`src/design/llttc_pkg.sv`:
```
`timescale 1ns / 1ps
`default_nettype none
// ----------------------------------------------------------------------------
// llttc_pkg
// Types and fixed constants shared by the lane time-to-collision block.
// ----------------------------------------------------------------------------
package llttc_pkg;

    localparam int LANE_BITS      = 17;
    localparam int INTERVAL_BITS  = 20;
    localparam int CFG_INDEX_BITS = 2;
    localparam int CFG_DATA_BITS  = 20;
    localparam int TTC_BITS       = 32;
    localparam int STATUS_BITS    = 2;

    localparam logic [CFG_INDEX_BITS-1:0] REG_LANE_HALF_WIDTH = 2'd0;
    localparam logic [CFG_INDEX_BITS-1:0] REG_FRAME_INTERVAL  = 2'd1;

    localparam logic [LANE_BITS-1:0]     LANE_RESET     = 17'd4000;
    localparam logic [INTERVAL_BITS-1:0] INTERVAL_RESET = 20'd100000;

    localparam logic [STATUS_BITS-1:0] STATUS_OK         = 2'd0;
    localparam logic [STATUS_BITS-1:0] STATUS_NO_PREV    = 2'd1;
    localparam logic [STATUS_BITS-1:0] STATUS_NO_LANE    = 2'd2;
    localparam logic [STATUS_BITS-1:0] STATUS_ZERO_CLOSE = 2'd3;

    // Quotient magnitudes at the edges of the signed 32-bit range.
    localparam logic [TTC_BITS:0]   TTC_POS_MAG   = 33'h0_7FFF_FFFF;
    localparam logic [TTC_BITS:0]   TTC_NEG_MAG   = 33'h0_8000_0000;
    localparam logic [TTC_BITS-1:0] TTC_POS_LIMIT = 32'h7FFF_FFFF;
    localparam logic [TTC_BITS-1:0] TTC_NEG_LIMIT = 32'h8000_0000;

    typedef enum logic [1:0] {
        ST_IDLE,
        ST_MUL,
        ST_DIV,
        ST_OUT
    } ctrl_state_t;

    typedef struct packed {
        logic take_point;
        logic frame_close;
        logic mul_load;
        logic div_step;
        logic out_load;
    } dp_cmd_t;

    typedef struct packed {
        logic need_div;
    } dp_stat_t;

endpackage
`default_nettype wire

```
`src/design/llttc_ctrl.sv`:
```
`timescale 1ns / 1ps
`default_nettype none
// ----------------------------------------------------------------------------
// llttc_ctrl
// Sequencer: takes points, then runs multiply, divide (when needed) and
// result load at the end of each frame.
// ----------------------------------------------------------------------------
module llttc_ctrl #(
    parameter int DIV_STEPS = 37
) (
    input  logic                clk,
    input  logic                rst_n,
    input  logic                in_valid,
    input  logic                frame_end,
    output logic                in_ready,
    input  logic                out_ready,
    output logic                out_valid,
    input  llttc_pkg::dp_stat_t stat,
    output llttc_pkg::dp_cmd_t  cmd
);
    import llttc_pkg::*;

    localparam int CNTW = $clog2(DIV_STEPS + 1);

    ctrl_state_t     state_reg, state_next;
    logic [CNTW-1:0] cnt_reg, cnt_next;
    logic            out_valid_reg, out_valid_next;
    logic            slot_free;

    assign slot_free = !out_valid_reg || out_ready;
    assign out_valid = out_valid_reg;

    always_comb
    begin
        state_next = state_reg;
        case (state_reg)
            ST_IDLE:
            begin
                if (in_valid && frame_end)
                begin
                    state_next = ST_MUL;
                end
            end
            ST_MUL:
            begin
                state_next = stat.need_div ? ST_DIV : ST_OUT;
            end
            ST_DIV:
            begin
                if (cnt_reg == CNTW'(1))
                begin
                    state_next = ST_OUT;
                end
            end
            ST_OUT:
            begin
                if (slot_free)
                begin
                    state_next = ST_IDLE;
                end
            end
            default:
            begin
                state_next = ST_IDLE;
            end
        endcase
    end

    always_comb
    begin
        cmd      = '0;
        in_ready = 1'b0;
        case (state_reg)
            ST_IDLE:
            begin
                in_ready        = 1'b1;
                cmd.take_point  = in_valid;
                cmd.frame_close = in_valid && frame_end;
            end
            ST_MUL:
            begin
                cmd.mul_load = 1'b1;
            end
            ST_DIV:
            begin
                cmd.div_step = 1'b1;
            end
            ST_OUT:
            begin
                cmd.out_load = slot_free;
            end
            default:
            begin
                cmd = '0;
            end
        endcase
    end

    always_comb
    begin
        cnt_next = cnt_reg;
        if (state_reg == ST_MUL)
        begin
            cnt_next = CNTW'(DIV_STEPS);
        end
        else if (state_reg == ST_DIV)
        begin
            cnt_next = cnt_reg - CNTW'(1);
        end
    end

    always_comb
    begin
        if (cmd.out_load)
        begin
            out_valid_next = 1'b1;
        end
        else if (out_ready)
        begin
            out_valid_next = 1'b0;
        end
        else
        begin
            out_valid_next = out_valid_reg;
        end
    end

    always_ff @(posedge clk or negedge rst_n)
    begin
        if (!rst_n)
        begin
            state_reg     <= ST_IDLE;
            cnt_reg       <= '0;
            out_valid_reg <= 1'b0;
        end
        else
        begin
            state_reg     <= state_next;
            cnt_reg       <= cnt_next;
            out_valid_reg <= out_valid_next;
        end
    end

endmodule
`default_nettype wire

```
`src/design/llttc_dp.sv`:
```
`timescale 1ns / 1ps
`default_nettype none
// ----------------------------------------------------------------------------
// llttc_dp
// Datapath: configuration registers, lane minimum tracking, frame
// snapshot, multiplier, restoring divider and saturating result register.
// ----------------------------------------------------------------------------
module llttc_dp #(
    parameter int COORD_BITS = 18
) (
    input  logic                                    clk,
    input  logic                                    rst_n,
    input  llttc_pkg::dp_cmd_t                      cmd,
    output llttc_pkg::dp_stat_t                     stat,
    input  logic                                    cfg_we,
    input  logic [llttc_pkg::CFG_INDEX_BITS-1:0]    cfg_index,
    input  logic [llttc_pkg::CFG_DATA_BITS-1:0]     cfg_data,
    input  logic signed [COORD_BITS-1:0]            forward_mm,
    input  logic signed [COORD_BITS-1:0]            lateral_mm,
    output logic signed [llttc_pkg::TTC_BITS-1:0]   ttc_us,
    output logic [llttc_pkg::STATUS_BITS-1:0]       status
);
    import llttc_pkg::*;

    localparam int NMAG = COORD_BITS + INTERVAL_BITS - 1;
    localparam int DMAG = COORD_BITS;
    localparam int CMPW = ((COORD_BITS > LANE_BITS) ? COORD_BITS : LANE_BITS) + 1;
    localparam int SATW = (NMAG > TTC_BITS + 1) ? NMAG : TTC_BITS + 1;
    localparam logic signed [COORD_BITS-1:0] COORD_MAX = {1'b0, {(COORD_BITS-1){1'b1}}};

    // Configuration.
    logic [LANE_BITS-1:0]     lane_hw_reg;
    logic [INTERVAL_BITS-1:0] interval_reg;

    // Running state of the frames.
    logic signed [COORD_BITS-1:0] cur_min_reg, prev_min_reg;
    logic                         cur_found_reg, prev_found_reg, seen_reg;

    // Values frozen at a frame end.
    logic signed [COORD_BITS-1:0] snap_cur_reg, snap_prev_reg;
    logic                         snap_seen_reg, snap_cur_found_reg, snap_prev_found_reg;

    // Divider.
    logic [NMAG-1:0]        dq_reg;
    logic [DMAG-1:0]        rem_reg, dvs_reg;
    logic                   q_neg_reg;
    logic [STATUS_BITS-1:0] res_status_reg;

    // Result register.
    logic [TTC_BITS-1:0]    ttc_reg;
    logic [STATUS_BITS-1:0] out_status_reg;

    logic signed [CMPW-1:0]       lat_ext, hw_pos, hw_neg;
    logic                         in_lane, take_min;
    logic signed [COORD_BITS-1:0] cur_min_new;
    logic                         cur_found_new;

    logic signed [COORD_BITS:0] diff;
    logic                       diff_neg, cur_neg;
    logic [COORD_BITS-1:0]      cur_abs, diff_abs;
    logic [NMAG-1:0]            prod;
    logic [STATUS_BITS-1:0]     status_new;

    logic [DMAG:0]          rem_sh, rem_sub;
    logic                   q_bit;
    logic [SATW-1:0]        mag_ext;
    logic [TTC_BITS-1:0]    ttc_new;

    // A point counts when its lateral offset lies strictly inside the lane.
    always_comb
    begin
        lat_ext       = CMPW'(lateral_mm);
        hw_pos        = signed'(CMPW'(lane_hw_reg));
        hw_neg        = -hw_pos;
        in_lane       = (lat_ext < hw_pos) && (lat_ext > hw_neg);
        take_min      = in_lane && (!cur_found_reg || (forward_mm < cur_min_reg));
        cur_min_new   = take_min ? forward_mm : cur_min_reg;
        cur_found_new = cur_found_reg || in_lane;
    end

    // Sign and magnitude of both division operands.
    always_comb
    begin
        diff     = (COORD_BITS+1)'(snap_prev_reg) - (COORD_BITS+1)'(snap_cur_reg);
        diff_neg = diff[COORD_BITS];
        diff_abs = diff_neg ? COORD_BITS'(-diff) : COORD_BITS'(diff);
        cur_neg  = snap_cur_reg[COORD_BITS-1];
        cur_abs  = cur_neg ? (~snap_cur_reg + COORD_BITS'(1)) : snap_cur_reg;
        prod     = NMAG'(cur_abs) * NMAG'(interval_reg);

        if (!snap_seen_reg)
        begin
            status_new = STATUS_NO_PREV;
        end
        else if (!snap_cur_found_reg || !snap_prev_found_reg)
        begin
            status_new = STATUS_NO_LANE;
        end
        else if (diff == '0)
        begin
            status_new = STATUS_ZERO_CLOSE;
        end
        else
        begin
            status_new = STATUS_OK;
        end
        stat.need_div = (status_new == STATUS_OK);
    end

    // One quotient bit per cycle.
    always_comb
    begin
        rem_sh  = {rem_reg, dq_reg[NMAG-1]};
        rem_sub = rem_sh - {1'b0, dvs_reg};
        q_bit   = rem_sh >= {1'b0, dvs_reg};
    end

    always_comb
    begin
        mag_ext = SATW'(dq_reg);
        if (res_status_reg != STATUS_OK)
        begin
            ttc_new = '0;
        end
        else if (q_neg_reg)
        begin
            ttc_new = (mag_ext > SATW'(TTC_NEG_MAG)) ? TTC_NEG_LIMIT
                                                     : (~mag_ext[TTC_BITS-1:0] + 32'd1);
        end
        else
        begin
            ttc_new = (mag_ext > SATW'(TTC_POS_MAG)) ? TTC_POS_LIMIT
                                                     : mag_ext[TTC_BITS-1:0];
        end
    end

    always_ff @(posedge clk or negedge rst_n)
    begin
        if (!rst_n)
        begin
            lane_hw_reg    <= LANE_RESET;
            interval_reg   <= INTERVAL_RESET;
            cur_min_reg    <= COORD_MAX;
            prev_min_reg   <= COORD_MAX;
            cur_found_reg  <= 1'b0;
            prev_found_reg <= 1'b0;
            seen_reg       <= 1'b0;
        end
        else
        begin
            if (cfg_we && (cfg_index == REG_LANE_HALF_WIDTH))
            begin
                lane_hw_reg <= cfg_data[LANE_BITS-1:0];
            end
            if (cfg_we && (cfg_index == REG_FRAME_INTERVAL))
            begin
                interval_reg <= cfg_data[INTERVAL_BITS-1:0];
            end

            if (cmd.frame_close)
            begin
                prev_min_reg   <= cur_min_new;
                prev_found_reg <= cur_found_new;
                seen_reg       <= 1'b1;
                cur_min_reg    <= COORD_MAX;
                cur_found_reg  <= 1'b0;
            end
            else if (cmd.take_point)
            begin
                cur_min_reg   <= cur_min_new;
                cur_found_reg <= cur_found_new;
            end
        end
    end

    always_ff @(posedge clk)
    begin
        if (cmd.frame_close)
        begin
            snap_cur_reg        <= cur_min_new;
            snap_prev_reg       <= prev_min_reg;
            snap_seen_reg       <= seen_reg;
            snap_cur_found_reg  <= cur_found_new;
            snap_prev_found_reg <= prev_found_reg;
        end

        if (cmd.mul_load)
        begin
            dq_reg         <= prod;
            rem_reg        <= '0;
            dvs_reg        <= diff_abs;
            q_neg_reg      <= cur_neg ^ diff_neg;
            res_status_reg <= status_new;
        end
        else if (cmd.div_step)
        begin
            dq_reg  <= {dq_reg[NMAG-2:0], q_bit};
            rem_reg <= q_bit ? rem_sub[DMAG-1:0] : rem_sh[DMAG-1:0];
        end

        if (cmd.out_load)
        begin
            ttc_reg        <= ttc_new;
            out_status_reg <= res_status_reg;
        end
    end

    assign ttc_us = signed'(ttc_reg);
    assign status = out_status_reg;

endmodule
`default_nettype wire

```
`src/design/lidar_lane_min_time_to_collision.sv`:
```
`timescale 1ns / 1ps
`default_nettype none
// ----------------------------------------------------------------------------
// lidar_lane_min_time_to_collision
// Tracks the nearest in-lane lidar point of each frame and reports the
// time to collision against the previous frame at every frame end.
//
//   Channel | Handshake            | Beat contents
//   --------+----------------------+-----------------------------------------
//   cfg     | cfg_valid/cfg_ready  | cfg_index, cfg_data
//   in      | in_valid/in_ready    | forward_mm, lateral_mm, frame_end
//   out     | out_valid/out_ready  | ttc_us, status
//
// A point that does not end a frame leaves the input open.
// A frame end point holds in_ready low through a multiply state, a
// restoring divider giving one quotient bit per cycle when a division is
// needed, then a load state that waits until the result register is free.
// The result register lets points flow while a result waits; after a
// following frame end the input stays closed until that result has been taken.
// Reset is asynchronous and active low; configuration is always accepted.
// ----------------------------------------------------------------------------
module lidar_lane_min_time_to_collision #(
    parameter int COORD_BITS = 18
) (
    input  logic                                    clk,
    input  logic                                    rst_n,
    input  logic                                    cfg_valid,
    output logic                                    cfg_ready,
    input  logic [llttc_pkg::CFG_INDEX_BITS-1:0]    cfg_index,
    input  logic [llttc_pkg::CFG_DATA_BITS-1:0]     cfg_data,
    input  logic                                    in_valid,
    output logic                                    in_ready,
    input  logic signed [COORD_BITS-1:0]            forward_mm,
    input  logic signed [COORD_BITS-1:0]            lateral_mm,
    input  logic                                    frame_end,
    output logic                                    out_valid,
    input  logic                                    out_ready,
    output logic signed [llttc_pkg::TTC_BITS-1:0]   ttc_us,
    output logic [llttc_pkg::STATUS_BITS-1:0]       status
);
    import llttc_pkg::*;

    localparam int DIV_STEPS = COORD_BITS + INTERVAL_BITS - 1;

    dp_cmd_t  cmd;
    dp_stat_t stat;

    assign cfg_ready = 1'b1;

    llttc_ctrl #(
        .DIV_STEPS (DIV_STEPS)
    ) u_ctrl (
        .clk       (clk),
        .rst_n     (rst_n),
        .in_valid  (in_valid),
        .frame_end (frame_end),
        .in_ready  (in_ready),
        .out_ready (out_ready),
        .out_valid (out_valid),
        .stat      (stat),
        .cmd       (cmd)
    );

    llttc_dp #(
        .COORD_BITS (COORD_BITS)
    ) u_dp (
        .clk        (clk),
        .rst_n      (rst_n),
        .cmd        (cmd),
        .stat       (stat),
        .cfg_we     (cfg_valid),
        .cfg_index  (cfg_index),
        .cfg_data   (cfg_data),
        .forward_mm (forward_mm),
        .lateral_mm (lateral_mm),
        .ttc_us     (ttc_us),
        .status     (status)
    );

endmodule
`default_nettype wire

```
`config.mk`:
```
export PLATFORM = sky130hd
export DESIGN_NAME = lidar_lane_min_time_to_collision
export DESIGN_NICKNAME = d
export VERILOG_FILES = /design/src/design/llttc_pkg.sv /design/src/design/llttc_ctrl.sv /design/src/design/llttc_dp.sv /design/src/design/lidar_lane_min_time_to_collision.sv
export SDC_FILE = /design/constraint.sdc
export NUM_CORES = 1
export LEC_CHECK = 0
export ABC_AREA = 1
export BUFFER_PORTS_ARGS = -buffer_cell sky130_fd_sc_hd__buf_4
export CAP_MARGIN = 10
export CORE_ASPECT_RATIO = 0.9
export CORE_MARGIN = 2
export CORE_UTILIZATION = 28
export CTS_CLUSTER_SIZE = 28
export DETAILED_ROUTE_END_ITERATION = 7
export PLACE_DENSITY = 0.48
export SETUP_SLACK_MARGIN = 0.2
export SYNTH_ARGS = -nofsm -noshare
export SYNTH_HDL_FRONTEND = slang
export SYNTH_SLANG_ARGS = --single-unit
```
`constraint.sdc`:
```
create_clock -name clk -period 12.3 [get_ports clk]
set_input_delay 1.23 -clock clk [delete_from_list [all_inputs] [get_ports clk]]
set_output_delay 1.23 -clock clk [all_outputs]
set_load 0.02 [all_outputs]
```
==> results.md, run 1 <==
* Reg2reg start: u_dp.snap_cur_reg[0]
* Pre-Repair DR Iteration Count at 6
* Layout area overhead at 11.7%
* Main synth FF type: edfxtp_1
* Dpl hpwl at 61,300 µm
* Core area at 94,400 µm²
* Worst Setup SP: u_dp.snap_cur_reg[0]
* Reg area at 6480 µm²
* Final Max Tran Viols at 0
* Highest Clock Rate at 121 MHz
* Post-synthesis mux area share at 0%
* Place WS at 4.04 ns
* Final Skew at 0.0120 ns
* Fin. Hold Viols at 0
* Top cell type's share of synthesized area at 21.8%
* Most frequent cells in the layout: 876 x nand2_1, 690 x inv_1, 289 x fa_1, 288 x nor2_1, 205 x ha_1
* Mapped Cells at 3,414
* Chip height at 296 µm
* Ant. Diodes at 0
* Largest net degree at the start of global routing at 60
* Worst Hold Launch: u_dp.seen_reg
* CTS tree: built
* Layout cell share with drive strength beyond 1 at 7.47%
* Via density at 4.48
* Grt ovf at 0
* Die area at 97,300 µm²
* Relative slew slack at 30.5%
* PortBufs at 99
* Avg WL per Cell at 16.0 µm
* Post-synthesis async set-or-reset flop share at 36.3%
* Setup ws final at 4.02 ns
* EDFF count, synth at 131
* Clock tree buffer depth at 3
* Synth area leaders: fa_1 22%, edfxtp_1 15%, nand2_1 12%
* Slew @ Worst Pin at 1.04 ns
* Yosys cell types at 56
* Initial drt markers at 1,459
* RSZ-0062 raised after global routing: no
* Worst path max stage delay at 0.91 ns
* CTS resizes at 0
* Max reg flops at 37
* Max-Cap Viols at 0
* Mean area per synthesized cell at 7.78 µm²
* Residual DRC at 0
* Flops & latches, synth at 234
* Largest family of logic cells by synthesized area: adder cells
* Initial Util at 28.1%
* Post-Synth Adder-Cell Area at 31.5%
* RePlAce Congestion at 0.873
* Status: finished clean
* Syn Nets at 3,974
* Clock tree sinks at 234
* Row cnt at 107
* GRT Resource Usage Total at 15.7%
* Setup CP Type: flip-flop to flip-flop
* Crit path launch type: flip-flop
* Post-Synth XOR/XNOR Area at 2.79%
* Final ANT Viol Nets at 0
* Crit path time final at 8.28 ns
* Nets at 4,017
* Synth Area in Compound Gates at 7.32%
* Routed WL at 75,900 µm
* Post-Synth Simple-Gate Area at 22.3%
* Total number of vias at 21,200
* Critical path arrival at 8.61 ns
* Multi-input gate area at 17,000 µm²
* Synthesized area at 26,600 µm²
* First-pass GRT wire length at 121,000 µm
* Postcts setup bufs at 0
* Clock Pin Slew Worst Setup and Hold Paths at 0.06 ns
* Yosys top cell by area: fa_1
* Clk root buf: clkbuf_16
* Final setup violation count at 0
* Number of CTS-inserted buffers at 29
* Cts hold-fix bufs at 0
* IO Pins at 101
* Initial antenna violation count at 0
* CP max FO at 21
* Commonest non-fill, non-tap cell in the layout: nand2_1
* CP required at 12.62 ns
* Worst skew pair latency at 0.59 ns
* Vias in the first global route at 21,400
* Synth warn at 0
* DIE WIDTH at 329 µm
* Critical path capture point type: flip-flop
* H-tree levels at 1
* Worst path slowest cell: edfxtp_1
* Setup TNS at 0 ns
* Fin crit share at 67.3%
* Seq/Total Area, Yosys at 24.4%
* Min-delay worst type: flip-flop to flip-flop
* Fill cells at 10,300
## logic make-up (layout without fill, tap and decap cells)
kind of cell / after synthesis / in the layout
AO/OA/AOI/OAI: 354 / 354
XOR/XNOR: 82 / 82
adder cells (fa/ha/maj): 496 / 496
buffers and inverters: 809 / 875
flip-flops: 234 / 234
other: 1 / 1
AND/OR/NAND/NOR: 1438 / 1438
## worst paths after layout
path,endpoint,slack [ns],cells after the start
max in group asynchronous,u_dp.lane_hw_reg[16],10.58,2
min in group asynchronous,u_dp.interval_reg[3],0.67,1
worst max-delay path,u_dp.dq_reg[31],4.02,32
worst min register to register,u_dp.snap_seen_reg,0.45,0
worst max register to register,u_dp.dq_reg[31],4.02,32
worst min-delay path,u_dp.snap_seen_reg,0.45,0
## final cells by class
type / instances / area share, %
Multi-Input combinational cell: 2371 / 57.5
Sequential cell: 234 / 21.9
Inverter: 708 / 8.96
Tap cell: 1253 / 5.29
Timing Repair Buffer: 113 / 2.86
Clock buffer: 35 / 2.60
Clock inverter: 19 / 0.966
## Yosys cell counts, types with 46 or more instances
cell,instances
nand2_1,876
ha_1,207
nor2_1,289
inv_1,690
nand3_1,142
dfstp_2,46
clkbuf_1,71
a21oi_1,144
edfxtp_1,131
o21ai_0,143
xor2_1,55
fa_1,289
## critical path, delay by kind of cell, from the launching register on
kind,cells,cell delay (ns)
AOI/OAI and AO/OA,4,0.63
adders and majority gates,8,3.77
and+or+nand+nor,11,1.60
xor gates and xnor gates,1,0.16
buffers and inverters,8,0.97
DFF,1,0.91
## metrics by stage
| step | hold WS [ns] | utilization, % | std cells | area, µm² |
|---|---|---|---|---|
| global placement | 0.428 | 30.3 | 4679 | 28600 |
| CTS | 0.451 | 31.4 | 4733 | 29600 |
| finish | 0.447 | 31.4 | 4733 | 29600 |
| floorplan | 0.417 | - | 3414 | 26600 |
| global route | 0.460 | 31.4 | 4733 | 29600 |
| detailed placement | 0.436 | 30.3 | 4679 | 28600 |
## layer usage
| layer | wire [µm] | GRT usage (%) |
|---|---|---|
| met3 | 4030 | 2.34 |
| met4 | 1390 | 3.04 |
| met1 | 39000 | 23.7 |
| met5 | 0 | 0 |
| met2 | 31500 | 23.7 |
Power of run 1 is left out: the tool's default activity adds up to more than one toggle a clock period on the data nets, which glitch-free logic cannot reach.
==> run 2: changes to the inputs <==
--- a/config.mk
+++ b/config.mk
@@ -13,7 +13,7 @@
 export CORE_UTILIZATION = 28
 export CTS_CLUSTER_SIZE = 28
 export DETAILED_ROUTE_END_ITERATION = 7
-export PLACE_DENSITY = 0.48
+export PLACE_DENSITY = 0.5
 export SETUP_SLACK_MARGIN = 0.2
 export SYNTH_ARGS = -nofsm -noshare
 export SYNTH_HDL_FRONTEND = slang
==> constraint.sdc (replaced) <==
create_clock -name clk -period 7 [get_ports clk]
set_input_delay 0.7 -clock clk [delete_from_list [all_inputs] [get_ports clk]]
set_output_delay 0.7 -clock clk [all_outputs]
set_load 0.02 [all_outputs]
==> run 2 against run 1 <==
Critical path depth is the same. Final cell count grew 3.4%. Sequential share of layout area shrank 1.7 points. First-iteration DRC count grew 7.2%. Global-route usage grew 0.26 points.
==> results.md, run 2 (same netlist as run 1, synthesis figures left out) <==
* Residual DRC at 0
* Initial drt markers at 1,564
* RSZ-0062 raised after global routing: yes
* Buf/Inv on CP at 11
* H-tree levels at 1
* Worst reg2reg path depth at 32
* Setup CP Type: flip-flop to flip-flop
* CP Depth at 32
* Critical path capture point type: flip-flop
* Worst path max stage delay at 0.62 ns
* Final Skew at 0.0160 ns
* Final setup violation count at 0
* Min-delay worst type: input pin to flip-flop
* GRT Resource Usage Total at 16.0%
* CTS tree: built
* Routed WL at 78,100 µm
* Most used cell along the critical path: buf_4
* IO Pins at 101
* Via density at 4.53
* CP required at 7.28 ns
* Largest net degree at the start of global routing at 88
* Multi-input gate area at 18,000 µm²
* Relative slew slack at 27.1%
* Dpl hpwl at 61,900 µm
* Final Max Tran Viols at 0
* Core area at 94,400 µm²
* RePlAce Congestion at 0.872
* Setup TNS at 0 ns
* Status: finished clean
* Total number of vias at 22,200
* Row cnt at 107
* Worst path slowest cell: fa_2
* Worst skew pair latency at 0.57 ns
* CP max FO at 6
* Initial antenna violation count at 1
* Slew @ Worst Pin at 1.09 ns
* Die area at 97,300 µm²
* Fin. Hold Viols at 0
* Fill cells at 9,975
* Cell family with the largest share of critical-path delay: adder cells
* Layout cell share with drive strength beyond 1 at 16.9%
* Max reg flops at 37
* Nets at 4,179
* Number of CTS-inserted buffers at 28
* Final ANT Viol Nets at 0
* Avg WL per Cell at 16.0 µm
* Fin crit share at 97.0%
* DIE WIDTH at 329 µm
* Clock Pin Slew Worst Setup and Hold Paths at 0.07 ns
* First-pass GRT wire length at 124,000 µm
* Max-Cap Viols at 0
* WHS Path Cells at 3
* Hold slack final at 0.395 ns
* Initial Util at 28.1%
* PortBufs at 99
* Grt ovf at 0
* Clock tree sinks at 234
* Clk root buf: clkbuf_16
* Reg area at 6480 µm²
* Crit path time final at 6.79 ns
* Highest Clock Rate at 147 MHz
* Clock tree buffer depth at 3
* Pre-Repair DR Iteration Count at 7
* Critical path arrival at 7.07 ns
* Chip height at 296 µm
* Layout area overhead at 21.1%
* Commonest non-fill, non-tap cell in the layout: nand2_1
* Crit path launch type: flip-flop
* Most frequent cells in the layout: 840 x nand2_1, 659 x inv_1, 274 x fa_1, 262 x nor2_1, 239 x buf_4
* Vias in the first global route at 22,000
-- run 2: through the flow --
stage / cell area (µm²) / instances / setup WS (ns) / util (%)
after floorplan: 26600 / 3414 / 0.392 / -
after global placement: 29500 / 4788 / -0.0938 / 31.3
after detailed placement: 29500 / 4788 / -0.154 / 31.3
after CTS: 31100 / 4864 / 0.201 / 33.0
after global routing: 32200 / 4894 / -0.0724 / 34.1
final: 32200 / 4894 / 0.207 / 34.1
-- run 2: layout make-up --
class                           instances  area share, %
Multi-Input combinational cell       2371           56.0
Sequential cell                       234           20.1
Inverter                              708           8.33
Timing Repair Buffer                  276           7.45
Tap cell                             1253           4.88
Clock buffer                           37           2.45
Clock inverter                         14          0.704
Antenna cell                            1        0.00778
-- run 2: per-layer routing --
layer	GRT usage (%)	wire [µm]	up-vias
li1	-	-	11000
met1	24.0	38800	10600
met2	23.9	32700	574
met3	3.11	5400	65
met4	2.64	1180	0
met5	0	0	-
-- run 2: worst paths after layout --
path	startpoint	slack [ns]	to
setup / recovery	u_dp.snap_cur_reg[3]	0.21	u_dp.dq_reg[30]
hold / removal	cfg_data[9]	0.39	u_dp.lane_hw_reg[9]
setup reg to reg	u_dp.snap_cur_reg[3]	0.21	u_dp.dq_reg[30]
hold reg to reg	u_dp.seen_reg	0.45	u_dp.snap_seen_reg
max in group asynchronous	rst_n	5.18	u_dp.interval_reg[17]
min in group asynchronous	rst_n	0.55	u_dp.cur_min_reg[17]
-- run 2: timing repair --
action | in CTS | in global routing
pin swaps | 64 | 118
endpoints found under the hold margin | 4 | 0
buffers inserted | 23 | 27
cloned | 1 | 2
hold buffers | 1 | 0
resized for setup | 81 | 217
setup endpoints to repair | 14 | 23
-- run 2: tightest hold or removal path, delay by kind of cell --
kind | cells | cell delay [ns]
compound gates | 1 | 0.08
buf+inv | 2 | 0.18
Power of run 2 is left out for the same reason.
==> run 3: changes to the inputs <==
--- a/config.mk
+++ b/config.mk
@@ -13,6 +13,7 @@
 export CORE_UTILIZATION = 28
 export CTS_CLUSTER_SIZE = 28
 export DETAILED_ROUTE_END_ITERATION = 7
+export MAX_ROUTING_LAYER = met4
 export PLACE_DENSITY = 0.5
 export SETUP_SLACK_MARGIN = 0.2
 export SYNTH_ARGS = -nofsm -noshare
==> constraint.sdc (replaced) <==
create_clock -name clk -period 6.1 [get_ports clk]
set_input_delay 0.61 -clock clk [delete_from_list [all_inputs] [get_ports clk]]
set_output_delay 0.61 -clock clk [all_outputs]
set_load 0.02 [all_outputs]
==> run 3 against run 2 <==
The run now ends with setup timing left. Worst hold slack lost 0.37 ns. Critical path depth shrank 1. Critical endpoint is now u_dp.dq_reg[28]. Setup slack worse by 0.71 ns. Clock-buffer cell count down 2. Flip-flop and latch count unchanged. Clock skew up 0.0092 ns. First-iteration DRC count down 21%. Register-to-register slack lost 0.71 ns.
==> results.md, run 3 (same netlist as run 1, synthesis figures left out) <==
* Via density at 4.43
* Clk root buf: clkbuf_16
* Most used cell along the critical path: fa_1
* GRT Resource Usage Total at 16.4%
* Layout area overhead at 24.4%
* Total number of vias at 22,100
* Most frequent cells in the layout: 821 x nand2_1, 648 x inv_1, 342 x buf_4, 272 x fa_1, 264 x nor2_1
* Crit path time final at 6.60 ns
* PortBufs at 99
* Layout cell share with drive strength beyond 1 at 20.5%
* Worst reg2reg path depth at 31
* M1 wire length at 40,100 µm
* Post-layout instance area at 33,000 µm²
* Met3 routed wirelength at 3400 µm
* Slew @ Worst Pin at 1.08 ns
* DIE WIDTH at 329 µm
* Crit path launch type: flip-flop
* Worst path max stage delay at 0.60 ns
* Worst skew pair latency at 0.57 ns
* CP required at 6.39 ns
* Max reg flops at 37
* Min-delay worst type: input pin to asynchronous set/reset pin
* CTS tree: built
* Critical path arrival at 6.89 ns
* Relative slew slack at 28.0%
* Largest net degree at the start of global routing at 88
* Vias in the first global route at 22,200
* Multi-input gate area at 18,200 µm²
* Ant. Diodes at 0
* Max-Cap Viols at 0
* Grt ovf at 0
* Number of CTS-inserted buffers at 29
* Residual DRC at 0
* Die area at 97,300 µm²
* Fin. Hold Viols at 0
* Final Max Tran Viols at 0
* CP max FO at 7
* Final ANT Viol Nets at 0
* Clock Pin Slew Worst Setup and Hold Paths at 0.06 ns
* Final setup violation count at 24
* Initial Util at 28.1%
* Fill cells at 9,928
* Critical path capture point type: flip-flop
* First-pass GRT wire length at 123,000 µm
* Highest Clock Rate at 151 MHz
* Dpl hpwl at 63,400 µm
* Commonest non-fill, non-tap cell in the layout: nand2_1
* Failing checks: setup timing
* Initial drt markers at 1,240
* Area post-placement at 30,700 µm²
* Clock tree sinks at 234
* Top layer reached by signal wires: met4
* Worst reg2reg setup slack at -0.50 ns
* RSZ-0062 raised after global routing: yes
* H-tree levels at 1
* Setup ws final at -0.503 ns
* Worst path slowest cell: fa_1
* Reg area at 6480 µm²
* IO Pins at 101
* Chip height at 296 µm
* Fin crit share at 108%
* Final Skew at 0.0252 ns
* Core area at 94,400 µm²
* Row cnt at 107
* Routed WL at 76,700 µm
* Nets at 4,282
* Pre-Repair DR Iteration Count at 5
* Status: complete, but fails checks
* Clock tree buffer depth at 3
* Setup CP Type: flip-flop to flip-flop
* DR WL met2 at 31,700 µm
* Avg WL per Cell at 15.3 µm
* Hold slack final at 0.0250 ns
* RePlAce Congestion at 0.895
* Initial antenna violation count at 0
==> run 3: final cells by class <==
| type | instances | area share, % |
|---|---|---|
| multi-input combinational | 2371 | 55.2 |
| clock inverter | 18 | 0.515 |
| inverter | 708 | 8.19 |
| timing repair buffer | 378 | 9.42 |
| tap | 1253 | 4.75 |
| clock buffer | 35 | 2.36 |
| sequential | 234 | 19.6 |
==> run 3: repair_timing <==
action / in CTS / in global routing
setup endpoints to repair: 26 / 27
setup buffers: 38 / 6
cloned: 1 / 0
hold buffers: 0 / 0
pin swaps: 90 / 62
resized for setup: 167 / 90
==> run 3: path summary, 6_finish.rpt <==
path / to / from
worst min-delay path: u_dp.lane_hw_reg[2] / rst_n
min in group clk: u_dp.interval_reg[17] / cfg_data[17]
worst max-delay path: u_dp.dq_reg[28] / u_dp.snap_cur_reg[2]
worst max register to register: u_dp.dq_reg[28] / u_dp.snap_cur_reg[2]
max in group asynchronous: u_dp.seen_reg / rst_n
worst min register to register: u_dp.snap_seen_reg / u_dp.seen_reg
==> run 3: worst max-delay path, delay by kind of cell (launching register included) <==
family / cells / cell delay, ns
AOI/OAI and AO/OA: 5 / 0.52
adders and majority gates: 7 / 3.33
buffers and inverters: 11 / 0.99
DFF: 1 / 0.40
and+or+nand+nor: 8 / 1.06
==> run 3: through the flow <==
stage	worst slack [ns]	std cells	util, %	TNS [ns]
global route	-0.773	4997	35.0	-15.07
finish	-0.503	4997	35.0	-7.45
floorplan	-0.110	3414	-	-0.278
global placement	-0.657	4899	32.5	-9.07
detailed placement	-0.689	4899	32.5	-10.33
CTS	-0.431	4991	34.6	-6.86
==> run 3: per-layer routing <==
metal / global-route usage, % / up-vias
met5: - / -
met4: 2.98 / 0
met3: 2.03 / 83
met2: 24.2 / 409
met1: 24.0 / 10400
li1: - / 11200
Power of run 3 is left out for the same reason.
